**src/rtl/gcke_pkg.sv**
```systemverilog
`timescale 1ns / 1ps
`default_nettype none
// ---------------------------------------------------------------------------
// gcke_pkg
// Shared constants, types and reset values of the glove chord key encoder.
// ---------------------------------------------------------------------------
package gcke_pkg;

  // sizing
  localparam int KEY_SET_DEPTH = 32;
  localparam int SAMPLE_BITS   = 12;
  localparam int NUM_FINGERS   = 4;
  localparam int BOUNDS_W      = 4 * SAMPLE_BITS;
  localparam int CFG_IDX_W     = 2;
  localparam int CODE_W        = 7;
  localparam int NUM_CODES     = 81;
  localparam int KEY_LIMIT     = 72;
  localparam int COUNT_W       = $clog2(KEY_SET_DEPTH + 1);
  localparam int IDX_W         = (KEY_SET_DEPTH > 1) ? $clog2(KEY_SET_DEPTH) : 1;
  localparam int QUEUE_DEPTH   = 2;

  // result kinds
  localparam logic KIND_REPORT = 1'b0;
  localparam logic KIND_FLUSH  = 1'b1;

  // reset thresholds: floor, zone0 top, zone1 top, zone2 top
  localparam int FIRST_THR [4] = '{500, 900, 1150, 1700};
  localparam int OTHER_THR [4] = '{500, 1200, 1800, 2300};

  // one poll's work for the back end
  typedef struct packed {
    logic               flush;
    logic [COUNT_W-1:0] flush_count;
    logic [CODE_W-1:0]  code;
    logic               added;
    logic               drop;
    logic               collecting;
  } cmd_t;

  // key store write port
  typedef struct packed {
    logic               en;
    logic [IDX_W-1:0]   addr;
    logic [CODE_W-1:0]  data;
  } wr_t;

  // one result item
  typedef struct packed {
    logic               kind;
    logic [CODE_W-1:0]  chord_code;
    logic               key_valid;
    logic               newly_added;
    logic               set_full_drop;
    logic               collecting;
    logic               last_result;
  } res_t;

  // packed reset value of one finger's threshold register
  function automatic logic [BOUNDS_W-1:0] bounds_reset(input int finger);
    logic [BOUNDS_W-1:0] b;
    b = '0;
    for (int k = 0; k < 4; k++) begin
      b[k*SAMPLE_BITS +: SAMPLE_BITS] =
        SAMPLE_BITS'((finger == 0) ? FIRST_THR[k] : OTHER_THR[k]);
    end
    return b;
  endfunction

endpackage
`default_nettype wire

```
**src/rtl/gcke_front.sv**
```systemverilog
`timescale 1ns / 1ps
`default_nettype none
// ---------------------------------------------------------------------------
// gcke_front
// Accepts polls, tracks button edges, classifies fingers into zones and
// maintains the collect set; hands one command per poll to the back end, none for a silent poll.
// ---------------------------------------------------------------------------
module gcke_front (
  input  wire                                   clk,
  input  wire                                   rst,
  input  wire                                   cfg_write_en,
  input  wire  [gcke_pkg::CFG_IDX_W-1:0]        cfg_index,
  input  wire  [gcke_pkg::BOUNDS_W-1:0]         cfg_data,
  input  wire                                   in_valid,
  output logic                                  in_ready,
  input  wire  [gcke_pkg::SAMPLE_BITS-1:0]      sample0,
  input  wire  [gcke_pkg::SAMPLE_BITS-1:0]      sample1,
  input  wire  [gcke_pkg::SAMPLE_BITS-1:0]      sample2,
  input  wire  [gcke_pkg::SAMPLE_BITS-1:0]      sample3,
  input  wire                                   collect_button,
  input  wire                                   select_button,
  output logic                                  push_valid,
  input  wire                                   push_ready,
  output gcke_pkg::cmd_t                        push_data,
  output gcke_pkg::wr_t                         store_wr,
  input  wire                                   flush_done
);

  localparam int SB = gcke_pkg::SAMPLE_BITS;
  localparam int NF = gcke_pkg::NUM_FINGERS;
  localparam int CW = gcke_pkg::CODE_W;
  localparam int KW = gcke_pkg::COUNT_W;

  localparam logic [1:0] F_IDLE   = 2'd0;
  localparam logic [1:0] F_CLASS  = 2'd1;
  localparam logic [1:0] F_DECIDE = 2'd2;

  localparam logic [1:0] ZONE0 = 2'd0;
  localparam logic [1:0] ZONE1 = 2'd1;
  localparam logic [1:0] ZONE2 = 2'd2;

  logic [1:0]                      fstate;
  logic [gcke_pkg::BOUNDS_W-1:0]   bounds [NF];
  logic [SB-1:0]                   smp [NF];
  logic                            coll_lvl;
  logic                            sel_lvl;
  logic [1:0]                      zone [NF];
  logic [1:0]                      zone_next [NF];
  logic                            collect_mode;
  logic                            prev_collect;
  logic                            prev_select;
  logic [gcke_pkg::NUM_CODES-1:0]  seen;
  logic [KW-1:0]                   count;
  logic                            flush_pending;
  logic                            pend_flush;
  logic [KW-1:0]                   pend_count;
  logic [CW-1:0]                   code;
  logic [CW-1:0]                   code_next;
  logic                            collect_edge;
  logic                            select_edge;
  logic                            try_add;
  logic                            has_room;

  // zone of one sample; outside every zone keeps the old one
  function automatic logic [1:0] zone_of(input logic [SB-1:0] v,
                                         input logic [gcke_pkg::BOUNDS_W-1:0] b,
                                         input logic [1:0] keep);
    logic [SB-1:0] lo;
    logic [SB-1:0] t0;
    logic [SB-1:0] t1;
    logic [SB-1:0] t2;
    lo = b[0    +: SB];
    t0 = b[SB   +: SB];
    t1 = b[2*SB +: SB];
    t2 = b[3*SB +: SB];
    if (v >= lo && v <= t0) begin
      return ZONE0;
    end else if (v > t0 && v <= t1) begin
      return ZONE1;
    end else if (v > t1 && v <= t2) begin
      return ZONE2;
    end
    return keep;
  endfunction

  // classification and base-3 chord code
  always_comb begin
    for (int f = 0; f < NF; f++) begin
      zone_next[f] = zone_of(smp[f], bounds[f], zone[f]);
    end
    code_next = CW'(zone_next[0]) * CW'(27) + CW'(zone_next[1]) * CW'(9)
              + CW'(zone_next[2]) * CW'(3) + CW'(zone_next[3]);
  end

  assign collect_edge = coll_lvl & ~prev_collect;
  assign select_edge  = sel_lvl & ~prev_select;
  assign try_add      = select_edge & collect_mode & ~seen[code];
  assign has_room     = (count < KW'(gcke_pkg::KEY_SET_DEPTH));

  assign in_ready   = (fstate == F_IDLE) && !flush_pending;
  assign push_valid = (fstate == F_DECIDE);

  // command for the back end
  always_comb begin
    push_data.flush       = pend_flush;
    push_data.flush_count = pend_count;
    push_data.code        = code;
    push_data.added       = try_add & has_room;
    push_data.drop        = try_add & ~has_room;
    push_data.collecting  = collect_mode;
  end

  // append to key store
  always_comb begin
    store_wr.en   = push_valid && push_ready && try_add && has_room;
    store_wr.addr = count[gcke_pkg::IDX_W-1:0];
    store_wr.data = code;
  end

  // threshold registers
  always_ff @(posedge clk) begin
    for (int f = 0; f < NF; f++) begin
      if (rst) begin
        bounds[f] <= gcke_pkg::bounds_reset(f);
      end else if (cfg_write_en && cfg_index == gcke_pkg::CFG_IDX_W'(f)) begin
        bounds[f] <= cfg_data;
      end
    end
  end

  // poll capture
  always_ff @(posedge clk) begin
    if (in_valid && in_ready) begin
      smp[0]   <= sample0;
      smp[1]   <= sample1;
      smp[2]   <= sample2;
      smp[3]   <= sample3;
      coll_lvl <= collect_button;
      sel_lvl  <= select_button;
    end
  end

  // per-poll sequencing and collect set state
  always_ff @(posedge clk) begin
    if (rst) begin
      fstate        <= F_IDLE;
      for (int f = 0; f < NF; f++) begin
        zone[f] <= ZONE0;
      end
      collect_mode  <= 1'b0;
      prev_collect  <= 1'b0;
      prev_select   <= 1'b0;
      seen          <= '0;
      count         <= '0;
      flush_pending <= 1'b0;
      pend_flush    <= 1'b0;
      pend_count    <= '0;
      code          <= '0;
    end else begin
      if (flush_done) begin
        flush_pending <= 1'b0;
      end
      unique case (fstate)
        F_IDLE: begin
          if (in_valid && in_ready) begin
            fstate <= F_CLASS;
          end
        end
        F_CLASS: begin
          prev_collect <= coll_lvl;
          pend_flush   <= 1'b0;
          if (collect_edge && collect_mode && count == '0) begin
            // second press with nothing stored: poll ends silently
            collect_mode <= 1'b0;
            fstate       <= F_IDLE;
          end else begin
            if (collect_edge && collect_mode) begin
              collect_mode <= 1'b0;
              pend_flush   <= 1'b1;
              pend_count   <= count;
              count        <= '0;
              seen         <= '0;
            end else if (collect_edge) begin
              collect_mode <= 1'b1;
            end
            for (int f = 0; f < NF; f++) begin
              zone[f] <= zone_next[f];
            end
            code   <= code_next;
            fstate <= F_DECIDE;
          end
        end
        F_DECIDE: begin
          if (push_ready) begin
            prev_select <= sel_lvl;
            if (try_add && has_room) begin
              count      <= count + KW'(1);
              seen[code] <= 1'b1;
            end
            if (pend_flush) begin
              flush_pending <= 1'b1;
            end
            fstate <= F_IDLE;
          end
        end
        default: begin
          fstate <= F_IDLE;
        end
      endcase
    end
  end

endmodule
`default_nettype wire

```
**src/rtl/gcke_queue.sv**
```systemverilog
`timescale 1ns / 1ps
`default_nettype none
// ---------------------------------------------------------------------------
// gcke_queue
// Short command queue between the front and back ends.
// ---------------------------------------------------------------------------
module gcke_queue (
  input  wire              clk,
  input  wire              rst,
  input  wire              push_valid,
  output logic             push_ready,
  input  gcke_pkg::cmd_t   push_data,
  output logic             pop_valid,
  input  wire              pop_ready,
  output gcke_pkg::cmd_t   pop_data
);

  localparam int QD = gcke_pkg::QUEUE_DEPTH;
  localparam int PW = (QD > 1) ? $clog2(QD) : 1;
  localparam int CNW = $clog2(QD + 1);

  gcke_pkg::cmd_t  slots [QD];
  logic [PW-1:0]   wr_ptr;
  logic [PW-1:0]   rd_ptr;
  logic [CNW-1:0]  fill;
  logic            do_push;
  logic            do_pop;

  assign push_ready = (fill != CNW'(QD));
  assign pop_valid  = (fill != '0);
  assign pop_data   = slots[rd_ptr];
  assign do_push    = push_valid && push_ready;
  assign do_pop     = pop_valid && pop_ready;

  // storage
  always_ff @(posedge clk) begin
    if (do_push) begin
      slots[wr_ptr] <= push_data;
    end
  end

  // pointers and fill level
  always_ff @(posedge clk) begin
    if (rst) begin
      wr_ptr <= '0;
      rd_ptr <= '0;
      fill   <= '0;
    end else begin
      if (do_push) begin
        wr_ptr <= (wr_ptr == PW'(QD - 1)) ? '0 : wr_ptr + PW'(1);
      end
      if (do_pop) begin
        rd_ptr <= (rd_ptr == PW'(QD - 1)) ? '0 : rd_ptr + PW'(1);
      end
      if (do_push && !do_pop) begin
        fill <= fill + CNW'(1);
      end else if (do_pop && !do_push) begin
        fill <= fill - CNW'(1);
      end
    end
  end

endmodule
`default_nettype wire

```
**src/rtl/gcke_back.sv**
```systemverilog
`timescale 1ns / 1ps
`default_nettype none
// ---------------------------------------------------------------------------
// gcke_back
// Executes commands: walks the key store for a flush, one code per cycle while the output register is free,
// then issues the chord report through the output register.
// ---------------------------------------------------------------------------
module gcke_back (
  input  wire              clk,
  input  wire              rst,
  input  wire              cmd_valid,
  output logic             cmd_ready,
  input  gcke_pkg::cmd_t   cmd_in,
  input  gcke_pkg::wr_t    store_wr,
  output logic             flush_done,
  output logic             res_valid,
  input  wire              res_ready,
  output gcke_pkg::res_t   res
);

  localparam int IW = gcke_pkg::IDX_W;
  localparam int KW = gcke_pkg::COUNT_W;
  localparam int CW = gcke_pkg::CODE_W;

  localparam logic [1:0] B_IDLE   = 2'd0;
  localparam logic [1:0] B_EMIT   = 2'd1;
  localparam logic [1:0] B_REPORT = 2'd2;

  logic [1:0]       bstate;
  gcke_pkg::cmd_t   cmd;
  logic [CW-1:0]    mem [gcke_pkg::KEY_SET_DEPTH];
  logic [CW-1:0]    rd_data;
  logic [IW-1:0]    rd_idx;
  logic [IW-1:0]    rd_idx_next;
  logic             out_free;
  logic             last_code;

  assign cmd_ready = (bstate == B_IDLE);
  assign out_free  = !res_valid || res_ready;
  assign last_code = (KW'(rd_idx) + KW'(1) == cmd.flush_count);

  // read address follows the walk so registered read data lines up with rd_idx
  always_comb begin
    rd_idx_next = rd_idx;
    unique case (bstate)
      B_IDLE:   rd_idx_next = '0;
      B_EMIT:   if (out_free) rd_idx_next = last_code ? '0 : rd_idx + IW'(1);
      B_REPORT: rd_idx_next = '0;
      default:  rd_idx_next = '0;
    endcase
  end

  // key store
  always_ff @(posedge clk) begin
    if (store_wr.en) begin
      mem[store_wr.addr] <= store_wr.data;
    end
    rd_data <= mem[rd_idx_next];
  end

  // sequencer and output register
  always_ff @(posedge clk) begin
    if (rst) begin
      bstate     <= B_IDLE;
      rd_idx     <= '0;
      flush_done <= 1'b0;
      res_valid  <= 1'b0;
    end else begin
      flush_done <= 1'b0;
      rd_idx     <= rd_idx_next;
      if (res_valid && res_ready) begin
        res_valid <= 1'b0;
      end
      unique case (bstate)
        B_IDLE: begin
          if (cmd_valid) begin
            cmd    <= cmd_in;
            bstate <= cmd_in.flush ? B_EMIT : B_REPORT;
          end
        end
        B_EMIT: begin
          if (out_free) begin
            res_valid         <= 1'b1;
            res.kind          <= gcke_pkg::KIND_FLUSH;
            res.chord_code    <= rd_data;
            res.key_valid     <= (rd_data < CW'(gcke_pkg::KEY_LIMIT));
            res.newly_added   <= 1'b0;
            res.set_full_drop <= 1'b0;
            res.collecting    <= 1'b0;
            res.last_result   <= 1'b0;
            if (last_code) begin
              flush_done <= 1'b1;
              bstate     <= B_REPORT;
            end
          end
        end
        B_REPORT: begin
          if (out_free) begin
            res_valid         <= 1'b1;
            res.kind          <= gcke_pkg::KIND_REPORT;
            res.chord_code    <= cmd.code;
            res.key_valid     <= (cmd.code < CW'(gcke_pkg::KEY_LIMIT));
            res.newly_added   <= cmd.added;
            res.set_full_drop <= cmd.drop;
            res.collecting    <= cmd.collecting;
            res.last_result   <= 1'b1;
            bstate            <= B_IDLE;
          end
        end
        default: begin
          bstate <= B_IDLE;
        end
      endcase
    end
  end

endmodule
`default_nettype wire

```
**src/rtl/glove_chord_key_encoder_top.sv**
```systemverilog
`timescale 1ns / 1ps
`default_nettype none
// ---------------------------------------------------------------------------
// glove_chord_key_encoder_top
// Chord key encoder for a four-finger sensor glove with a collect set.
// ---------------------------------------------------------------------------
// Input channel (in_valid/in_ready) takes one poll: four samples and two
// button levels. Output channel (out_valid/out_ready) gives result items;
// the last item of each poll has last_result set. A flush poll first gives
// the collected codes in insertion order, then its chord report.
// The front end handles each poll in the steps capture, classify and decide,
// and takes no new poll until it is done with the last one. A flush walks
// the key store at one code per cycle while the output register is free;
// new polls are held off until the walk is done.
// Threshold registers are written through cfg_write_en/cfg_index/cfg_data;
// the user must write them only while the block is idle, which it does not enforce.
// Reset restores default thresholds, clears zones, modes and the set.
// When the receiver stalls, the result waits in the output register, a
// two-entry command queue absorbs further polls, and then in_ready drops.
// ---------------------------------------------------------------------------
module glove_chord_key_encoder_top (
  input  wire                               clk,
  input  wire                               rst,
  input  wire                               cfg_write_en,
  input  wire  [gcke_pkg::CFG_IDX_W-1:0]    cfg_index,
  input  wire  [gcke_pkg::BOUNDS_W-1:0]     cfg_data,
  input  wire                               in_valid,
  output logic                              in_ready,
  input  wire  [gcke_pkg::SAMPLE_BITS-1:0]  sample0,
  input  wire  [gcke_pkg::SAMPLE_BITS-1:0]  sample1,
  input  wire  [gcke_pkg::SAMPLE_BITS-1:0]  sample2,
  input  wire  [gcke_pkg::SAMPLE_BITS-1:0]  sample3,
  input  wire                               collect_button,
  input  wire                               select_button,
  output logic                              out_valid,
  input  wire                               out_ready,
  output logic                              kind,
  output logic [gcke_pkg::CODE_W-1:0]       chord_code,
  output logic                              key_valid,
  output logic                              newly_added,
  output logic                              set_full_drop,
  output logic                              collecting,
  output logic                              last_result
);

  logic             push_valid;
  logic             push_ready;
  gcke_pkg::cmd_t   push_data;
  logic             pop_valid;
  logic             pop_ready;
  gcke_pkg::cmd_t   pop_data;
  gcke_pkg::wr_t    store_wr;
  logic             flush_done;
  gcke_pkg::res_t   res;

  // poll intake and classification
  gcke_front u_front (
    .clk            (clk),
    .rst            (rst),
    .cfg_write_en   (cfg_write_en),
    .cfg_index      (cfg_index),
    .cfg_data       (cfg_data),
    .in_valid       (in_valid),
    .in_ready       (in_ready),
    .sample0        (sample0),
    .sample1        (sample1),
    .sample2        (sample2),
    .sample3        (sample3),
    .collect_button (collect_button),
    .select_button  (select_button),
    .push_valid     (push_valid),
    .push_ready     (push_ready),
    .push_data      (push_data),
    .store_wr       (store_wr),
    .flush_done     (flush_done)
  );

  // command queue
  gcke_queue u_queue (
    .clk        (clk),
    .rst        (rst),
    .push_valid (push_valid),
    .push_ready (push_ready),
    .push_data  (push_data),
    .pop_valid  (pop_valid),
    .pop_ready  (pop_ready),
    .pop_data   (pop_data)
  );

  // result generation
  gcke_back u_back (
    .clk        (clk),
    .rst        (rst),
    .cmd_valid  (pop_valid),
    .cmd_ready  (pop_ready),
    .cmd_in     (pop_data),
    .store_wr   (store_wr),
    .flush_done (flush_done),
    .res_valid  (out_valid),
    .res_ready  (out_ready),
    .res        (res)
  );

  // result fields
  assign kind          = res.kind;
  assign chord_code    = res.chord_code;
  assign key_valid     = res.key_valid;
  assign newly_added   = res.newly_added;
  assign set_full_drop = res.set_full_drop;
  assign collecting    = res.collecting;
  assign last_result   = res.last_result;

`ifndef ASSERT_OFF
  // front end handles one poll at a time
  a_one_poll: assert property (@(posedge clk) disable iff (rst)
    in_valid && in_ready |=> !in_ready)
    else $error("poll accepted while previous poll in front end");

  // flushed codes never carry report flags
  a_flush_flags: assert property (@(posedge clk) disable iff (rst)
    out_valid && kind |-> !last_result && !collecting && !newly_added && !set_full_drop)
    else $error("flushed code carries report flags");

  // a code is only appended in collect mode
  a_add_collect: assert property (@(posedge clk) disable iff (rst)
    out_valid && newly_added |-> collecting && !set_full_drop)
    else $error("append reported outside collect mode");
`endif

endmodule
`default_nettype wire
```
**config.mk**
```make
export PLATFORM = sky130hd
export DESIGN_NAME = glove_chord_key_encoder_top
export DESIGN_NICKNAME = d
export VERILOG_FILES = /design/src/rtl/gcke_pkg.sv /design/src/rtl/gcke_front.sv /design/src/rtl/gcke_queue.sv /design/src/rtl/gcke_back.sv /design/src/rtl/glove_chord_key_encoder_top.sv
export SDC_FILE = /design/constraint.sdc
export NUM_CORES = 1
export LEC_CHECK = 0
export BUFFER_PORTS_ARGS = -buffer_cell sky130_fd_sc_hd__buf_2
export CORE_MARGIN = 2
export CORE_UTILIZATION = 56
export DETAILED_ROUTE_END_ITERATION = 6
export PLACE_DENSITY = 0.79
export SLEW_MARGIN = 10
export SYNTH_ARGS = -nofsm -noshare
export SYNTH_HDL_FRONTEND = slang
export SYNTH_SLANG_ARGS = --single-unit
```
**constraint.sdc**
```tcl
create_clock -name clk -period 5.3 [get_ports clk]
set_input_delay 0.53 -clock clk [delete_from_list [all_inputs] [get_ports clk]]
set_output_delay 0.53 -clock clk [all_outputs]
set_load 0.02 [all_outputs]
```
==> results of run 1 <==
==> layout by cell type (no fill, tap or decap), types with 12 or more instances in the layout <==
| master | count |
|---|---|
| nand4_1 | 38 |
| dfxtp_1 | 125 |
| edfxtp_1 | 537 |
| mux2i_1 | 16 |
| a31oi_1 | 20 |
| clkbuf_16 | 73 |
| nand3_1 | 28 |
| a22oi_1 | 28 |
| a21oi_1 | 187 |
| buf_2 | 119 |
| clkinv_2 | 12 |
| nor3_1 | 21 |
| o21ai_0 | 35 |
| nand2_1 | 139 |
| or3_1 | 27 |
| ha_1 | 213 |
| inv_1 | 216 |
| a21o_1 | 61 |
| buf_4 | 57 |
| o21a_1 | 13 |
| and2_1 | 119 |
| a221oi_1 | 12 |
| nor2b_1 | 28 |
| a211oi_1 | 39 |
| a211o_1 | 12 |
| nor2_1 | 200 |
| nand2b_1 | 91 |
| mux2_2 | 25 |
| and3_1 | 42 |
==> worst max-delay path: stages, from the launching register on <==
cell,delay (ns)
edfxtp_1,0.40
inv_2,0.10
ha_1,0.23
nand2b_1,0.14
a21o_1,0.17
a21o_1,0.17
a21o_1,0.19
a211o_1,0.30
a21oi_2,0.13
o21ai_1,0.11
and2_1,0.21
a211oi_2,0.15
buf_4,0.16
ha_1,0.14
inv_1,0.05
fa_1,0.46
fa_1,0.55
inv_1,0.06
ha_1,0.29
a21o_1,0.18
a21o_1,0.20
a21o_1,0.19
a21oi_2,0.19
a2111o_1,0.14
nand3_1,0.06
==> stage by stage <==
stage / setup WS (ns) / utilization [%] / cells / hold slack, ns
after floorplan: 0.339 / - / 2562 / 0.425
after global placement: 0.180 / 59.1 / 3328 / 0.439
after detailed placement: -0.0279 / 59.1 / 3328 / 0.451
after CTS: 0.0172 / 63.5 / 3454 / 0.0623
after global routing: -0.0574 / 63.9 / 3467 / 0.0764
final: 0.193 / 63.9 / 3469 / 0.0852
==> state kept, by name (all words and copies together) (netlist names), 2 cells and up, named ones only <==
signal,cells
u_back.bstate,2
u_back.cmd,16
u_back.mem,224
u_back.rd_data,7
u_back.rd_idx,5
u_back.res,13
u_front.bounds,192
u_front.code,7
u_front.count,6
u_front.fstate,2
u_front.pend_count,6
u_front.seen,81
u_front.smp,48
u_front.zone,8
u_queue.fill,2
u_queue.slots,34
==> timing repair <==
action,in CTS,in global routing
setup buffers,0,13
pin swaps,0,14
setup endpoints to repair,1,3
resized for setup,1,21
==> power breakdown <==
group | leakage (nW) | internal, mW | switching (mW)
Sequential | 6.14 | 6.14 | 0.268
Clock | 1.18 | 3.01 | 2.05
Combinational | 6.66 | 0.986 | 1.71
==> area by class of cell <==
type | instances | share of cell area [%]
clock inverters | 33 | 1.18
diodes | 2 | 0.0143
inverters | 219 | 2.34
well taps | 704 | 2.51
flip-flops and latches | 665 | 53.3
repair buffers | 176 | 2.92
clock buffers | 93 | 5.68
multi-input cells | 1577 | 32.0
==> how the worst max path moves through the flow <==
stage,end,slack [ns],depth (start not counted)
after floorplan,u_front.code[5],0.34,23
after global placement,u_front.code[6],0.18,24
after detailed placement,u_front.code[6],-0.03,24
after CTS,u_front.code[6],0.02,24
after global routing,u_front.code[5],-0.06,25
final,u_front.code[6],0.19,24
==> Yosys cell counts, types with 28 or more instances <==
master      n
and2_1    121
nor2_1    201
nand3_1    28
a21o_1     61
dfxtp_1   128
nand4_1    38
nand2_1   141
nor2b_1    28
and3_1     42
nand2b_1   92
o21ai_0    36
ha_1      218
a211oi_1   42
clkbuf_1   73
edfxtp_1  537
a22oi_1    28
a21oi_1   190
inv_1     218
==> cell families after synthesis <==
group	Yosys count	synth area share, %
multiplexers	57	2.30
AO/OA/AOI/OAI	499	10.5
XOR/XNOR	17	0.481
AND/OR/NAND/NOR	779	13.2
adder cells (fa/ha/maj)	225	9.25
buffers and inverters	320	3.99
flip-flops	665	60.3
==> layer usage <==
| layer | GRT usage (%) | vias to the layer above |
|---|---|---|
| met3 | 4.93 | 216 |
| met2 | 45.8 | 1050 |
| met5 | 0 | - |
| met4 | 14.2 | 2 |
| met1 | 34.1 | 10300 |
| li1 | - | 9623 |
==> reports/qor.yml, run 1 <==
outcome: "complete, no violations"
synth_seq_area_share_pct: 60.3
antenna_found_initial: 8
finalCriticalPeriod_ns: 5.11
routed-via-count: 21200
hold_violations: 0
path_max_fanout: 4
htree_levels: 3
met1_length_um: 29400
cts_root_buf: "clkbuf_16"
clockBufferDepth: 3
post-dp-hpwl_um: 51700
drc: 0
clk_pin_slew_worst_paths_ns: 0.06
nets: 3039
wl_per_cell_um: 22.5
rr_worst_depth: 24
firstDrtPassIters: 6
hp-class: "in2reg"
finalMaxSlewViolations: 0
synth.area.top_cells: "edfxtp_1, ha_1, dfxtp_1"
total_power_mw: 14.2
r2r-start: "u_front.smp[2][0]"
cts_hold_buf: 0
synth.avg_cell_area_um2: 12.1
synth_cells: 2562
r2r_setup_slack_ns: 0.19
wl_um: 77900
synth_top_area_cell: "edfxtp_1"
placed_area_um2: 32400
irDropWorstVdd_uv: 315
fillers: 3969
endpoint_kind: "flip-flop"
dr_wl_met2_um: 37800
period_share_pct: 96.4
cp.arrival_ns: 5.60
die_h_um: 239
max_freq_ghz: 0.196
powerDensity_nw_per_um2: 404
max_cap_viol_count: 0
drtIter0Drc: 2288
grt_pass1_wl_um: 118000
drtAntennaViolNets: 0
place_congestion: 0.941
critPathLaunchType: "flip-flop"
power.leakage_nw: 14.0
multi_input_area_um2: 11200
rows: 86
cts_tree: "built"
synth_edf_count: 537
slew_headroom_pct: 25.8
regToRegEndpoint: "u_front.code[6]"
regArea_um2: 18700
crit_type: "reg2reg"
whs_path_depth: 1
coreArea_um2: 54900
syn_nets: 2892
worst_slew_pin_slew_ns: 1.11
die_x_um: 239
worstSkewPairLatency_ns: 0.62
whs_endpoint: "u_front.smp[3][4]"
dr_wl_met3_um: 6650
synth_area_um2: 31000
finalInstanceArea_um2: 35100
crit_start: "u_front.smp[2][0]"
dieArea_um2: 57200
ys_seq_elements: 665
avgViaCountPerCell: 6.11
setup_viol: 0
top_layer: "met5"
grt_max_degree: 88
io_pins: 120
drive_gt1_share_pct: 13.6
yosys_warnings: 0
portBuffers: 119
finalSetupTns_ns: 0
synth_top_area_share_pct: 52.0
ys_types: 80
cts_buffers: 70
async_flop_share_pct: 0
grt_usage_pct: 27.4
grt_pass1_vias: 21300
synth_ff_type: "edfxtp_1"
min_from: "sample3[4]"
fin_skew_ns: 0.0237
grt-ovfl-total: 0
start_util_pct: 56.5
cts_sinks: 665
synthToLayoutAreaGrowth_pct: 13.1
required_ns: 5.80
Note: power is estimated with default switching activity, not from simulation.
==> run 2: changes to the inputs <==
Settings changed: ABC_AREA set to 1, CORE_UTILIZATION 56 to 30, PLACE_DENSITY 0.79 to 0.48.
Clock period 5.3 ns to 5.65 ns, I/O delays scaled along.
==> run 2 against run 1 <==
Compared with the run above:
- non-clock buffer count increased by 14
- global-route usage decreased by 11 points
- clock-buffer cell count decreased by 2
- clock skew rose by 0.015 ns
- total power rose by 6.6%
- critical path depth fell by 3
- synthesized area up 6.2%
- synthesized cell count is 33% higher
- combinational power up 39%
==> reports/qor.yml, run 2 <==
outcome: "complete, no violations"
antenna_found_initial: 2
hold_violations: 0
nets: 3890
hp-class: "in2reg"
critPathLaunchType: "flip-flop"
start_util_pct: 30.2
setup_viol: 0
grt_max_degree: 75
avgViaCountPerCell: 4.57
die_x_um: 335
irDropWorstVdd_uv: 271
synth_common_cells: "nand2_1, inv_1, edfxtp_1"
dieArea_um2: 112000
max_freq_ghz: 0.211
grt_pass1_vias: 22600
cpMostUsedCell: "o21ai_0"
layout_commonest_cell: "nand2_1"
firstDrtPassIters: 5
grt_usage_pct: 16.2
die_h_um: 335
routed-via-count: 23000
cp_cell_sequence: "ha_1 > inv_1 > nor2_1 > nor2_1 > o21ai_0 > a22oi_1 > a32oi_1 > o21ai_0 > nand2_1 > nand3_1 > fa_1 > inv_1 > ha_1 > fa_1 > ha_1 > inv_1 > fa_1 > o21ai_0 > xor2_1 > nand2_1 > o21ai_0"
synth.avg_cell_area_um2: 9.63
ys_seq_elements: 665
netSwitchingPower_mw: 5.03
finalCriticalPeriod_ns: 4.73
synthToLayoutAreaGrowth_pct: 15.0
fin_skew_ns: 0.0390
powerDensity_nw_per_um2: 399
drive_gt1_share_pct: 11.5
clockBufferDepth: 3
synth_seq_area_share_pct: 56.8
drtIter0Drc: 1540
ys_types: 43
post_cts_buffers: 0
synth.area.top_cells: "edfxtp_1, ha_1, dfxtp_1"
max_cap_viol_count: 0
wl_um: 90900
synth_top_area_share_pct: 49.0
synth_edf_count: 537
comb_power_share_pct: 24.8
cp.arrival_ns: 5.31
clk_pin_slew_worst_paths_ns: 0.07
r2r_setup_slack_ns: 0.92
place_congestion: 0.838
worstSkewPairLatency_ns: 0.67
total_power_mw: 15.1
cts_tree: "built"
synth_area_um2: 32900
synth.most_common_cell: "nand2_1"
required_ns: 6.23
cts_sinks: 665
worst_slew_pin_slew_ns: 1.18
period_share_pct: 83.8
internal-power_mw: 10.1
cp_top_family: "adder cells"
final_cell_mix: "nand2_1, inv_1, edfxtp_1"
crit_type: "reg2reg"
syn_nets: 3748
drc: 0
ctsResizeCount: 0
slew_headroom_pct: 20.9
cts_hold_buf: 0
critPathMaxStageDelay_ns: 0.61
grt-ovfl-total: 0
power_frac_seq_pct: 40.9
endpoint_kind: "flip-flop"
io_pins: 120
power.leakage_nw: 15.7
synth_ff_type: "edfxtp_1"
largest_reg_flops: 224
synth_top_area_cell: "edfxtp_1"
p_clk_share_pct: 34.3
finalMaxSlewViolations: 0
post-dp-hpwl_um: 59800
wl_per_cell_um: 18.0
cts_root_buf: "clkbuf_16"
switching_share_pct: 33.3
drtAntennaViolNets: 0
synth_cells: 3418
rows: 121
critPathBufInv: 3
cp_slowest_cell: "fa_1"
finalSetupTns_ns: 0
reg.largest.list: "u_back.mem x224, u_front.bounds x192, u_front.seen x81"
path_max_fanout: 4
diodes: 0
htree_levels: 3
async_flop_share_pct: 0
top_register: "u_back.mem"
portBuffers: 119
cts_buffers: 78
yosys_warnings: 0
coreArea_um2: 109000
grt_pass1_wl_um: 138000
rsz0062_at_grt: "false"
## run 2: kinds of logic after synthesis
kind of cell    count (synthesis)  synth area share (%)
flops                         665                  56.8
buf+inv                       751                  9.16
compound gates                337                  5.89
xor+xnor                        6                 0.160
simple gates                 1418                  18.8
mux                            16                 0.547
fa+ha+maj                     225                  8.71
## run 2: final timing paths
path                                   startpoint           endpoint  cells after the start
worst max-delay path            u_front.smp[2][1]    u_front.code[5]                     21
worst min-delay path                   sample3[3]  u_front.smp[3][3]                      1
worst max register to register  u_front.smp[2][1]    u_front.code[5]                     21
worst min register to register   u_front.seen[79]   u_front.seen[79]                      2
## run 2: layout make-up
class	count	area, µm²
fill	11100	71000
sequential	665	18700
multi-input combinational	2002	11300
inverter	623	2340
clock buffer	91	2070
tap	1414	1770
timing repair buffer	190	1150
clock inverter	53	554
## run 2: power groups by stage
| stage | Sequential, mW | Combinational [mW] | Clock [mW] |
|---|---|---|---|
| 2_1_floorplan | 6.21 | 2.71 | 0 |
| 3_3_place_gp | 6.27 | 3.83 | 0 |
| 3_5_place_dp | 6.28 | 3.82 | 0 |
| 4_1_cts | 6.18 | 3.83 | 5.31 |
| 5_1_grt | 6.23 | 4.31 | 5.49 |
| 6_report | 6.17 | 3.75 | 5.19 |
## run 2: worst register-to-register path, delay by kind of cell (launching register included)
family,cells,cell delay [ns]
AOI/OAI and AO/OA,6,1.09
adders and majority gates,6,2.32
DFF,1,0.45
buffers and inverters,3,0.14
xor gates and xnor gates,1,0.16
and+or+nand+nor,5,0.52
## run 2: stage by stage
step                      hold slack, ns  instances  worst slack (ns)  utilization, %  area (µm²)
after global placement             0.431       4894             0.902            32.4       35200
after CTS                         0.0201       5038             0.857            34.8       37900
final                             0.0672       5038             0.918            34.8       37900
after global routing              0.0460       5038             0.405            34.8       37900
after detailed placement           0.435       4894             0.859            32.4       35200
after floorplan                    0.420       3418              1.11               -       32900
## run 2: layer usage
layer  vias up  routed length [µm]  GRT usage [%]  share of wire, %
met2       412               42700           27.1                47
met1     11000               42500           21.9                47
met3       120                3830           2.48               4.2
met5         -                  23              0             0.025
met4         4                1820           4.27               2.0
li1      11500                   -              -                 -
